$ cat config.mk
export PLATFORM = sky130hd
export DESIGN_NAME = ipv4hc_verdict
export DESIGN_NICKNAME = d
export VERILOG_FILES = /design/src/rtl/ipv4hc_pkg.sv /design/src/rtl/ipv4hc_verdict.sv
export SDC_FILE = /design/constraint.sdc
export NUM_CORES = 1
export LEC_CHECK = 0
export BUFFER_PORTS_ARGS = -buffer_cell sky130_fd_sc_hd__buf_2
export CAP_MARGIN = 20
export CORE_AREA = 2 2 141 143
export DETAILED_ROUTE_END_ITERATION = 16
export DIE_AREA = 0 0 143 145
export PLACE_DENSITY = 0.46
export SLEW_MARGIN = 20
export SYNTH_ARGS = -nofsm -noshare
export SYNTH_HDL_FRONTEND = slang
export SYNTH_SLANG_ARGS = --single-unit
$ cat constraint.sdc
create_clock -name vclk -period 2.7
set_clock_uncertainty 0.05 [all_clocks]
set_input_delay 0.135 -clock vclk [all_inputs]
set_output_delay 0.135 -clock vclk [all_outputs]
set_load 0.02 [all_outputs]
$ cat src/rtl/ipv4hc_pkg.sv
// ----------------------------------------------------------------------------
// ipv4hc_pkg
// Shared types and constants for the IPv4 header checker.
// ----------------------------------------------------------------------------
package ipv4hc_pkg;

  localparam int unsigned COUNT_LIMIT_DEF = 2047;
  localparam int unsigned HDR_BYTES       = 20;
  localparam int unsigned CFG_IDX_W       = 8;
  localparam int unsigned CFG_DATA_W      = 11;
  localparam int unsigned PAY_W           = 11;

  localparam logic [CFG_IDX_W-1:0] REG_EXP_PROTO   = CFG_IDX_W'(0);
  localparam logic [CFG_IDX_W-1:0] REG_MAX_PAYLOAD = CFG_IDX_W'(1);

  localparam logic [7:0]       EXP_PROTO_RST   = 8'd1;
  localparam logic [PAY_W-1:0] MAX_PAYLOAD_RST = PAY_W'(1480);
  localparam logic [PAY_W-1:0] PAY_SAT         = '1;
  localparam logic [15:0]      SUM_GOOD        = 16'hFFFF;
  localparam logic [3:0]       HDR_VERSION     = 4'd4;
  localparam logic [3:0]       IP_IHL          = 4'd5;

  // error flag positions
  localparam int unsigned ERR_VERSION  = 0;
  localparam int unsigned ERR_IHL      = 1;
  localparam int unsigned ERR_SHORT    = 2;
  localparam int unsigned ERR_PROTO    = 3;
  localparam int unsigned ERR_CHECKSUM = 4;
  localparam int unsigned ERR_TOO_LONG = 5;
  localparam int unsigned ERR_TTL      = 6;

  // header bytes, index 0 is the first byte on the wire
  typedef logic [HDR_BYTES-1:0][7:0] hdr_t;

  // verdict word, last field in the lowest bits
  typedef struct packed {
    logic [4:0]       pad;
    logic [31:0]      dst_addr;
    logic [31:0]      src_addr;
    logic [7:0]       protocol_number;
    logic [7:0]       ttl;
    logic [12:0]      fragment_offset;
    logic [2:0]       fragment_flags;
    logic [15:0]      identification;
    logic [15:0]      tot_len;
    logic [7:0]       service_type;
    logic [PAY_W-1:0] payload_length;
    logic [6:0]       error_flags;
    logic             accepted;
  } result_t;

  typedef struct packed {
    logic [7:0]       exp_proto;
    logic [PAY_W-1:0] max_payload;
  } cfg_t;

endpackage

$ cat src/rtl/ipv4hc_verdict.sv
// ----------------------------------------------------------------------------
// ipv4hc_verdict
// Header field extraction and pass/fail checks for one finished packet.
// ----------------------------------------------------------------------------
module ipv4hc_verdict import ipv4hc_pkg::*; #(
  parameter int unsigned CW = 11
) (
  input  hdr_t          hdr,
  input  logic [CW-1:0] byte_cnt,
  input  logic [15:0]   sum,
  input  cfg_t          cfg,
  output result_t       result
);

  localparam int unsigned PW = (CW > PAY_W) ? CW : PAY_W;

  logic [PW-1:0] cnt_w;
  logic [PW-1:0] payload_w;
  logic [2:0]    sanity;
  logic [3:0]    checks;
  logic [6:0]    flags;

  always_comb begin
    cnt_w     = PW'(byte_cnt);
    payload_w = (cnt_w >= PW'(HDR_BYTES)) ? cnt_w - PW'(HDR_BYTES) : '0;

    sanity[ERR_VERSION] = hdr[0][7:4] != HDR_VERSION;
    sanity[ERR_IHL]     = hdr[0][3:0] != IP_IHL;
    sanity[ERR_SHORT]   = cnt_w < PW'(HDR_BYTES);

    checks[ERR_PROTO-3]    = hdr[9] != cfg.exp_proto;
    checks[ERR_CHECKSUM-3] = sum != SUM_GOOD;
    checks[ERR_TOO_LONG-3] = payload_w > PW'(cfg.max_payload);
    checks[ERR_TTL-3]      = hdr[8] == 8'd0;

    flags = (|sanity) ? {4'd0, sanity} : {checks, 3'd0};

    result.pad             = '0;
    result.accepted        = flags == 7'd0;
    result.error_flags     = flags;
    result.payload_length  = (payload_w > PW'(PAY_SAT)) ? PAY_SAT : payload_w[PAY_W-1:0];
    result.service_type    = hdr[1];
    result.tot_len         = {hdr[2], hdr[3]};
    result.identification  = {hdr[4], hdr[5]};
    result.fragment_flags  = hdr[6][7:5];
    result.fragment_offset = {hdr[6][4:0], hdr[7]};
    result.ttl             = hdr[8];
    result.protocol_number = hdr[9];
    result.src_addr        = {hdr[12], hdr[13], hdr[14], hdr[15]};
    result.dst_addr        = {hdr[16], hdr[17], hdr[18], hdr[19]};
  end

endmodule

==> metrics.txt, run 1 <==
# TYPE chip_impl_metric gauge
chip_impl_metric{name="drtPass1Iterations",unit=""} 4
chip_impl_metric{name="grt_pass1_vias",unit=""} 1421
chip_impl_metric{name="synth_xor_xnor_area_share",unit="%"} 6.80
chip_impl_metric{name="yosys.area.top_type_share",unit="%"} 58.7
chip_impl_metric{name="nFillCells",unit=""} 2262
chip_impl_metric{name="total_of_clock_buffers_placed_in_the_layout",unit=""} 0
chip_impl_info{name="post-synth-top-count-cell",value="buf_4"} 1
chip_impl_metric{name="synth.lib_cells_used.distinct",unit=""} 34
chip_impl_metric{name="timing_max_transition_violations_final",unit=""} 0
chip_impl_metric{name="die_span_x",unit="um"} 143
chip_impl_metric{name="hold_vio_cnt_final",unit=""} 0
chip_impl_metric{name="net-switching-power",unit="W"} 0.000164
chip_impl_metric{name="finalWorstPathRequiredPeriod",unit="ps"} 2900
chip_impl_metric{name="synthesis.area_per_instance",unit="sq um"} 7.08
chip_impl_metric{name="postSynthCellCount",unit=""} 255
chip_impl_metric{name="final_area",unit="sq mm"} 0.00208
chip_impl_metric{name="cellInternalPower",unit="W"} 0.000158
chip_impl_metric{name="io_buffers",unit=""} 105
chip_impl_metric{name="globalRouteOverflowTotal",unit=""} 0
chip_impl_info{name="rsz_0062_raised_after_global_routing",value="true"} 1
chip_impl_info{name="synth_top_family_by_area",value="buffers and inverters"} 1
chip_impl_info{name="synth.largest_area_cell",value="buf_4"} 1
chip_impl_metric{name="dp_hpwl",unit="mm"} 6.30
chip_impl_metric{name="period_share",unit="%"} 108
chip_impl_metric{name="setup_violations",unit=""} 2
chip_impl_metric{name="combinationalPowerShare",unit="%"} 100.0
chip_impl_metric{name="sequential_to_total_area_share_from_yosys_stat",unit="%"} 0
chip_impl_metric{name="grt_antenna_before_repair",unit=""} 0
chip_impl_info{name="worstHoldPathType",value="input port to primary output"} 1
chip_impl_metric{name="relSlewSlack",unit="%"} 57.5
chip_impl_metric{name="coreArea",unit="sq mm"} 0.0192
chip_impl_metric{name="detail_route.vias_per_cell",unit=""} 2.88
chip_impl_metric{name="timing.setup.tns",unit="ps"} -376
chip_impl_metric{name="cp_max_fo",unit=""} 5
chip_impl_metric{name="drive_above_1_share",unit="%"} 65.4
chip_impl_info{name="yosys-top-cells-count",value="buf_4 (141), nor2_1 (21), inv_1 (14)"} 1
chip_impl_info{name="failed_checks",value="setup timing"} 1
chip_impl_metric{name="critical_path_arrival",unit="ps"} 2720
chip_impl_metric{name="ff_latch_area",unit="sq um"} 0
chip_impl_metric{name="finish.utilization",unit="%"} 10.8
chip_impl_metric{name="starting_density_of_the_core",unit="%"} 9.39
chip_impl_metric{name="simple_gate_portion_of_the_synthesized_area",unit="%"} 18.5
chip_impl_info{name="setup.worst_path.start_class",value="input port"} 1
chip_impl_metric{name="fp.dieArea",unit="sq mm"} 0.0207
chip_impl_metric{name="total_nets_final",unit=""} 476
chip_impl_metric{name="post_cts_hold_buffer_count",unit=""} 0
chip_impl_metric{name="antennaDiodeCount",unit=""} 0
chip_impl_info{name="synth_top_cells_by_area",value="buf_4 (59%), ha_1 (7.6%), xnor2_1 (4.9%)"} 1
chip_impl_metric{name="nFlopsAndLatches",unit=""} 0
chip_impl_info{name="run_status",value="finished with violations"} 1
chip_impl_metric{name="grt_max_degree",unit=""} 11
chip_impl_metric{name="drt.antenna.violating_nets",unit=""} 0
chip_impl_metric{name="power_density",unit="mW/mm^2"} 154
chip_impl_metric{name="detail_route.iter0.violations",unit=""} 17
chip_impl_metric{name="detail_route.wirelength",unit="mm"} 6.90
chip_impl_metric{name="gp_routability_congestion",unit=""} 0.608
chip_impl_metric{name="post_synth_adder_cell_area",unit="%"} 7.63
chip_impl_metric{name="die_y",unit="um"} 145
chip_impl_metric{name="rows",unit=""} 51
chip_impl_metric{name="synth_warnings",unit=""} 0
chip_impl_metric{name="seqPwrFrac",unit="%"} 0
chip_impl_metric{name="vdd_ir_drop_max",unit="mV"} 0.0465
chip_impl_metric{name="drc",unit=""} 0
chip_impl_info{name="cp-end-kind",value="primary output"} 1
chip_impl_metric{name="critical_path_required",unit="ps"} 2520
chip_impl_metric{name="grt.total_usage",unit="%"} 5.93
chip_impl_metric{name="power_switching_share",unit="%"} 51.0
chip_impl_metric{name="fmax",unit="GHz"} 0.345
chip_impl_metric{name="power.leakage",unit="nW"} 0.964
chip_impl_metric{name="area_growth_syn_to_layout",unit="%"} 15.5
chip_impl_metric{name="io_pins",unit=""} 366
chip_impl_metric{name="finalHoldWorstSlack",unit="ps"} 220
chip_impl_metric{name="worst_pin_slew",unit="ps"} 634
chip_impl_metric{name="vias",unit=""} 1505
chip_impl_info{name="setup.worst_path.class",value="input port to primary output"} 1
chip_impl_metric{name="cap_viol_max_count",unit=""} 0
chip_impl_metric{name="dpl_cell_area",unit="sq mm"} 0.00190
chip_impl_metric{name="detail_route.wl_per_cell",unit="um"} 13.2
chip_impl_metric{name="dpl_worst_slack",unit="ps"} -482
chip_impl_metric{name="grt_first_pass_wirelength",unit="mm"} 8.76
chip_impl_metric{name="synth.cell_area",unit="sq mm"} 0.00180
chip_impl_metric{name="muxShareOfSynthArea",unit="%"} 0
chip_impl_metric{name="final.setup.worst_slack",unit="ps"} -203
chip_impl_metric{name="clock_power_share",unit="%"} 0
chip_impl_metric{name="synth-compound-area-share",unit="%"} 4.44
[routing by layer]
layer  vias up  global-route usage, %  wire length, um
met5         -                      0                0
met4         0                   3.76              493
met3        56                   2.11              774
met2       157                   11.2             3530
met1       612                   5.19             2100
li1        680                      -                -
[layout make-up]
class	instances	area (sq um)	area share, %
tap	265	332	15.9
multi-input combinational	102	832	39.9
inverter	14	57.6	2.76
timing repair buffer	141	862	41.4
[timing repair]
action,in CTS,in global routing
buffers inserted,2,0
pin swaps,13,9
resized for setup,18,16
endpoints found under the setup margin,2,2
gates cloned,0,1
[final timing paths]
kind	start	end	slack (ps)	depth (start not counted)
max	byte_cnt[2]	result[6]	-200	14
min	hdr[109]	result[112]	220	0
[layout by cell type, fill, tap and decap left out, types with 4 or more instances in the layout]
cell type  instances
buf_2            101
buf_4             31
nor2_1            19
inv_1             12
xnor2_1           10
nand4_1            8
ha_1               8
buf_6              7
conb_1             5
nand2_1            4
[worst max-delay path, stage by stage]
cell and delay [ps]:
buf_6 100, buf_6 120, o21ai_2 140, buf_6 130, buf_6 100, and4_4 260, buf_12 120, nor2_1 40
ha_1 280, nand4_1 180, nor3_2 180, or4b_4 510, and4b_2 280, buf_6 130
[power by group through the flow]
| stage | Combinational, W | Clock [W] | Sequential (W) |
|---|---|---|---|
| detailed placement | 0.000302 | 0 | 0 |
| floorplan | 0.000411 | 0 | 0 |
| global placement | 0.000302 | 0 | 0 |
| finish | 0.000322 | 0 | 0 |
| global route | 0.000359 | 0 | 0 |
| CTS | 0.000314 | 0 | 0 |
[logic make-up after synthesis]
group,Yosys count
AOI/OAI and AO/OA,14
and+or+nand+nor,58
adders and majority gates,11
buffers and inverters,157
other,1
xor gates and xnor gates,14
[per-stage QoR]
| step | instances | total power (W) |
|---|---|---|
| floorplan | 259 | 0.000411 |
| global placement | 519 | 0.000302 |
| detailed placement | 519 | 0.000302 |
| CTS | 521 | 0.000314 |
| global route | 522 | 0.000359 |
| finish | 522 | 0.000322 |
No activity file was read; power rests on OpenSTA's default activity.
==> run 2, diff against run 1 <==
REMOVE_ABC_BUFFERS = 1   (was not set)
==> metrics.txt, run 2 (same netlist as run 1, synthesis figures left out) <==
# TYPE chip_impl_metric gauge
chip_impl_info{name="run_status",value="finished with violations"} 1
chip_impl_info{name="failed_checks",value="setup timing"} 1
chip_impl_metric{name="clock_power_share",unit="%"} 0
chip_impl_metric{name="drc",unit=""} 0
chip_impl_metric{name="total_nets_final",unit=""} 471
chip_impl_metric{name="area_growth_syn_to_layout",unit="%"} 7.70
chip_impl_metric{name="timing_max_transition_violations_final",unit=""} 0
chip_impl_metric{name="layoutNonFillerInstCount",unit=""} 518
chip_impl_metric{name="detail_route.vias_per_cell",unit=""} 3.14
chip_impl_metric{name="fp.dieArea",unit="sq mm"} 0.0207
chip_impl_metric{name="power_density",unit="mW/mm^2"} 144
chip_impl_metric{name="seqPwrFrac",unit="%"} 0
chip_impl_metric{name="grt_pass1_vias",unit=""} 1474
chip_impl_metric{name="globalRouteOverflowTotal",unit=""} 0
chip_impl_metric{name="post-place-cells",unit=""} 516
chip_impl_metric{name="area_taken_by_multi_input_logic_gates",unit="sq um"} 768
chip_impl_metric{name="post_cts_hold_buffer_count",unit=""} 0
chip_impl_metric{name="critical_path_arrival",unit="ps"} 2720
chip_impl_metric{name="dpl_cell_area",unit="sq mm"} 0.00183
chip_impl_metric{name="net-switching-power",unit="W"} 0.000147
chip_impl_metric{name="finalHoldWorstSlack",unit="ps"} 220
chip_impl_metric{name="io_buffers",unit=""} 105
chip_impl_metric{name="die_span_x",unit="um"} 143
chip_impl_metric{name="period_share",unit="%"} 108
chip_impl_metric{name="finalWorstPathRequiredPeriod",unit="ps"} 2910
chip_impl_metric{name="critical_path_required",unit="ps"} 2520
chip_impl_metric{name="die_y",unit="um"} 145
chip_impl_metric{name="hold_vio_cnt_final",unit=""} 0
chip_impl_metric{name="detail_route.wl_per_cell",unit="um"} 45.3
chip_impl_info{name="chain_of_cells_forming_the_critical_path",value="buf_6 -> buf_4 -> o21ai_2 -> buf_4 -> nand2_2 -> or3_4 -> xor2_2 -> nor2_1 -> ha_1 -> nand4_1 -> nor3_2 -> or4b_4 -> and4b_1 -> buf_6"} 1
chip_impl_metric{name="total_of_clock_buffers_placed_in_the_layout",unit=""} 0
chip_impl_info{name="setup.worst_path.class",value="input port to primary output"} 1
chip_impl_metric{name="power.leakage",unit="nW"} 0.923
chip_impl_metric{name="cap_viol_max_count",unit=""} 0
chip_impl_metric{name="grt_antenna_before_repair",unit=""} 1
chip_impl_info{name="rsz_0062_raised_after_global_routing",value="true"} 1
chip_impl_metric{name="drt.antenna.violating_nets",unit=""} 0
chip_impl_metric{name="power_switching_share",unit="%"} 52.4
chip_impl_info{name="worstHoldPathType",value="input port to primary output"} 1
chip_impl_metric{name="dp_hpwl",unit="mm"} 22.8
chip_impl_metric{name="nFillCells",unit=""} 2288
chip_impl_metric{name="vdd_ir_drop_max",unit="mV"} 0.0740
chip_impl_metric{name="drive_above_1_share",unit="%"} 60.7
chip_impl_info{name="setup.worst_path.start_class",value="input port"} 1
chip_impl_metric{name="starting_density_of_the_core",unit="%"} 9.39
chip_impl_info{name="timing.critical_path.to",value="result[6]"} 1
chip_impl_metric{name="final_area",unit="sq mm"} 0.00194
chip_impl_metric{name="nFlopsAndLatches",unit=""} 0
chip_impl_metric{name="cellInternalPower",unit="W"} 0.000133
chip_impl_metric{name="ff_latch_area",unit="sq um"} 0
chip_impl_metric{name="io_pins",unit=""} 366
chip_impl_metric{name="p_total",unit="W"} 0.000280
chip_impl_info{name="layout.cells.most_common_list",value="buf_2 (101), buf_4 (32), nor2_1 (20)"} 1
chip_impl_info{name="timing_startpoint_of_the_critical_path",value="byte_cnt[2]"} 1
chip_impl_info{name="hold_start",value="hdr[8]"} 1
chip_impl_metric{name="cp.depth",unit=""} 14
chip_impl_metric{name="grt.total_usage",unit="%"} 21.5
chip_impl_metric{name="grt_max_degree",unit=""} 9
chip_impl_metric{name="coreArea",unit="sq mm"} 0.0192
chip_impl_metric{name="timing.setup.tns",unit="ps"} -364
chip_impl_info{name="timing.critical_path.slowest_stage_cell",value="or4b_4"} 1
chip_impl_metric{name="drtPass1Iterations",unit=""} 4
chip_impl_metric{name="cpPeakStageDelay",unit="ps"} 480
chip_impl_metric{name="final.setup.worst_slack",unit="ps"} -210
chip_impl_metric{name="setup_violations",unit=""} 2
chip_impl_info{name="leading_cell_type_in_the_layout_fill_and_taps_excluded",value="buf_2"} 1
chip_impl_metric{name="fmax",unit="GHz"} 0.344
chip_impl_metric{name="combinationalPowerShare",unit="%"} 100.0
chip_impl_metric{name="grt_first_pass_wirelength",unit="mm"} 26.4
chip_impl_metric{name="vias",unit=""} 1627
chip_impl_metric{name="detail_route.iter0.violations",unit=""} 56
chip_impl_info{name="path_delay_family",value="simple AND/OR/NAND/NOR gates"} 1
chip_impl_metric{name="critPathBufInv",unit=""} 4
chip_impl_info{name="cp-end-kind",value="primary output"} 1
chip_impl_metric{name="rows",unit=""} 51
chip_impl_metric{name="cp_max_fo",unit=""} 4
chip_impl_metric{name="detail_route.wirelength",unit="mm"} 23.5
chip_impl_metric{name="gp_routability_congestion",unit=""} 0.937
[run 2: timing repair]
item | in CTS | in global routing
endpoints found under the setup margin | 2 | 2
pin swaps | 10 | 9
buffers inserted | 1 | 0
resized for setup | 19 | 9
[run 2: power by group through the flow]
stage	clock [W]	combinational [W]	sequential, W
floorplan	0	0.000103	0
global placement	0	0.000263	0
detailed placement	0	0.000263	0
CTS	0	0.000276	0
global route	0	0.000310	0
finish	0.0000000000495	0.000280	0
[run 2: layer usage]
layer	routed length, um	track usage [%]	vias to the layer above
met1	2540	6.70	590
li1	-	-	676
met5	202	8.02	-
met3	9260	40.2	14
met4	481	3.51	4
met2	11000	35.7	343
[run 2: worst min path at each step]
stage	end	cells past startpoint	slack (ps)
after floorplan	result[100]	0	220
after global placement	result[20]	0	220
after detailed placement	result[20]	0	220
after CTS	result[20]	0	220
after global routing	result[20]	0	220
final	result[19]	0	220
[run 2: metrics by stage]
step	setup WS (ps)	utilization, %
2_1_floorplan	-145	-
4_1_cts	-269	9.89
3_5_place_dp	-441	9.52
6_report	-210	10.1
5_1_grt	-332	10.1
3_3_place_gp	-397	9.52
[run 2: layout make-up]
type | instances | area share [%]
Tap cell | 265 | 17.1
Antenna cell | 1 | 0.129
Inverter | 14 | 2.96
Timing Repair Buffer | 136 | 40.3
Multi-Input combinational cell | 102 | 39.5
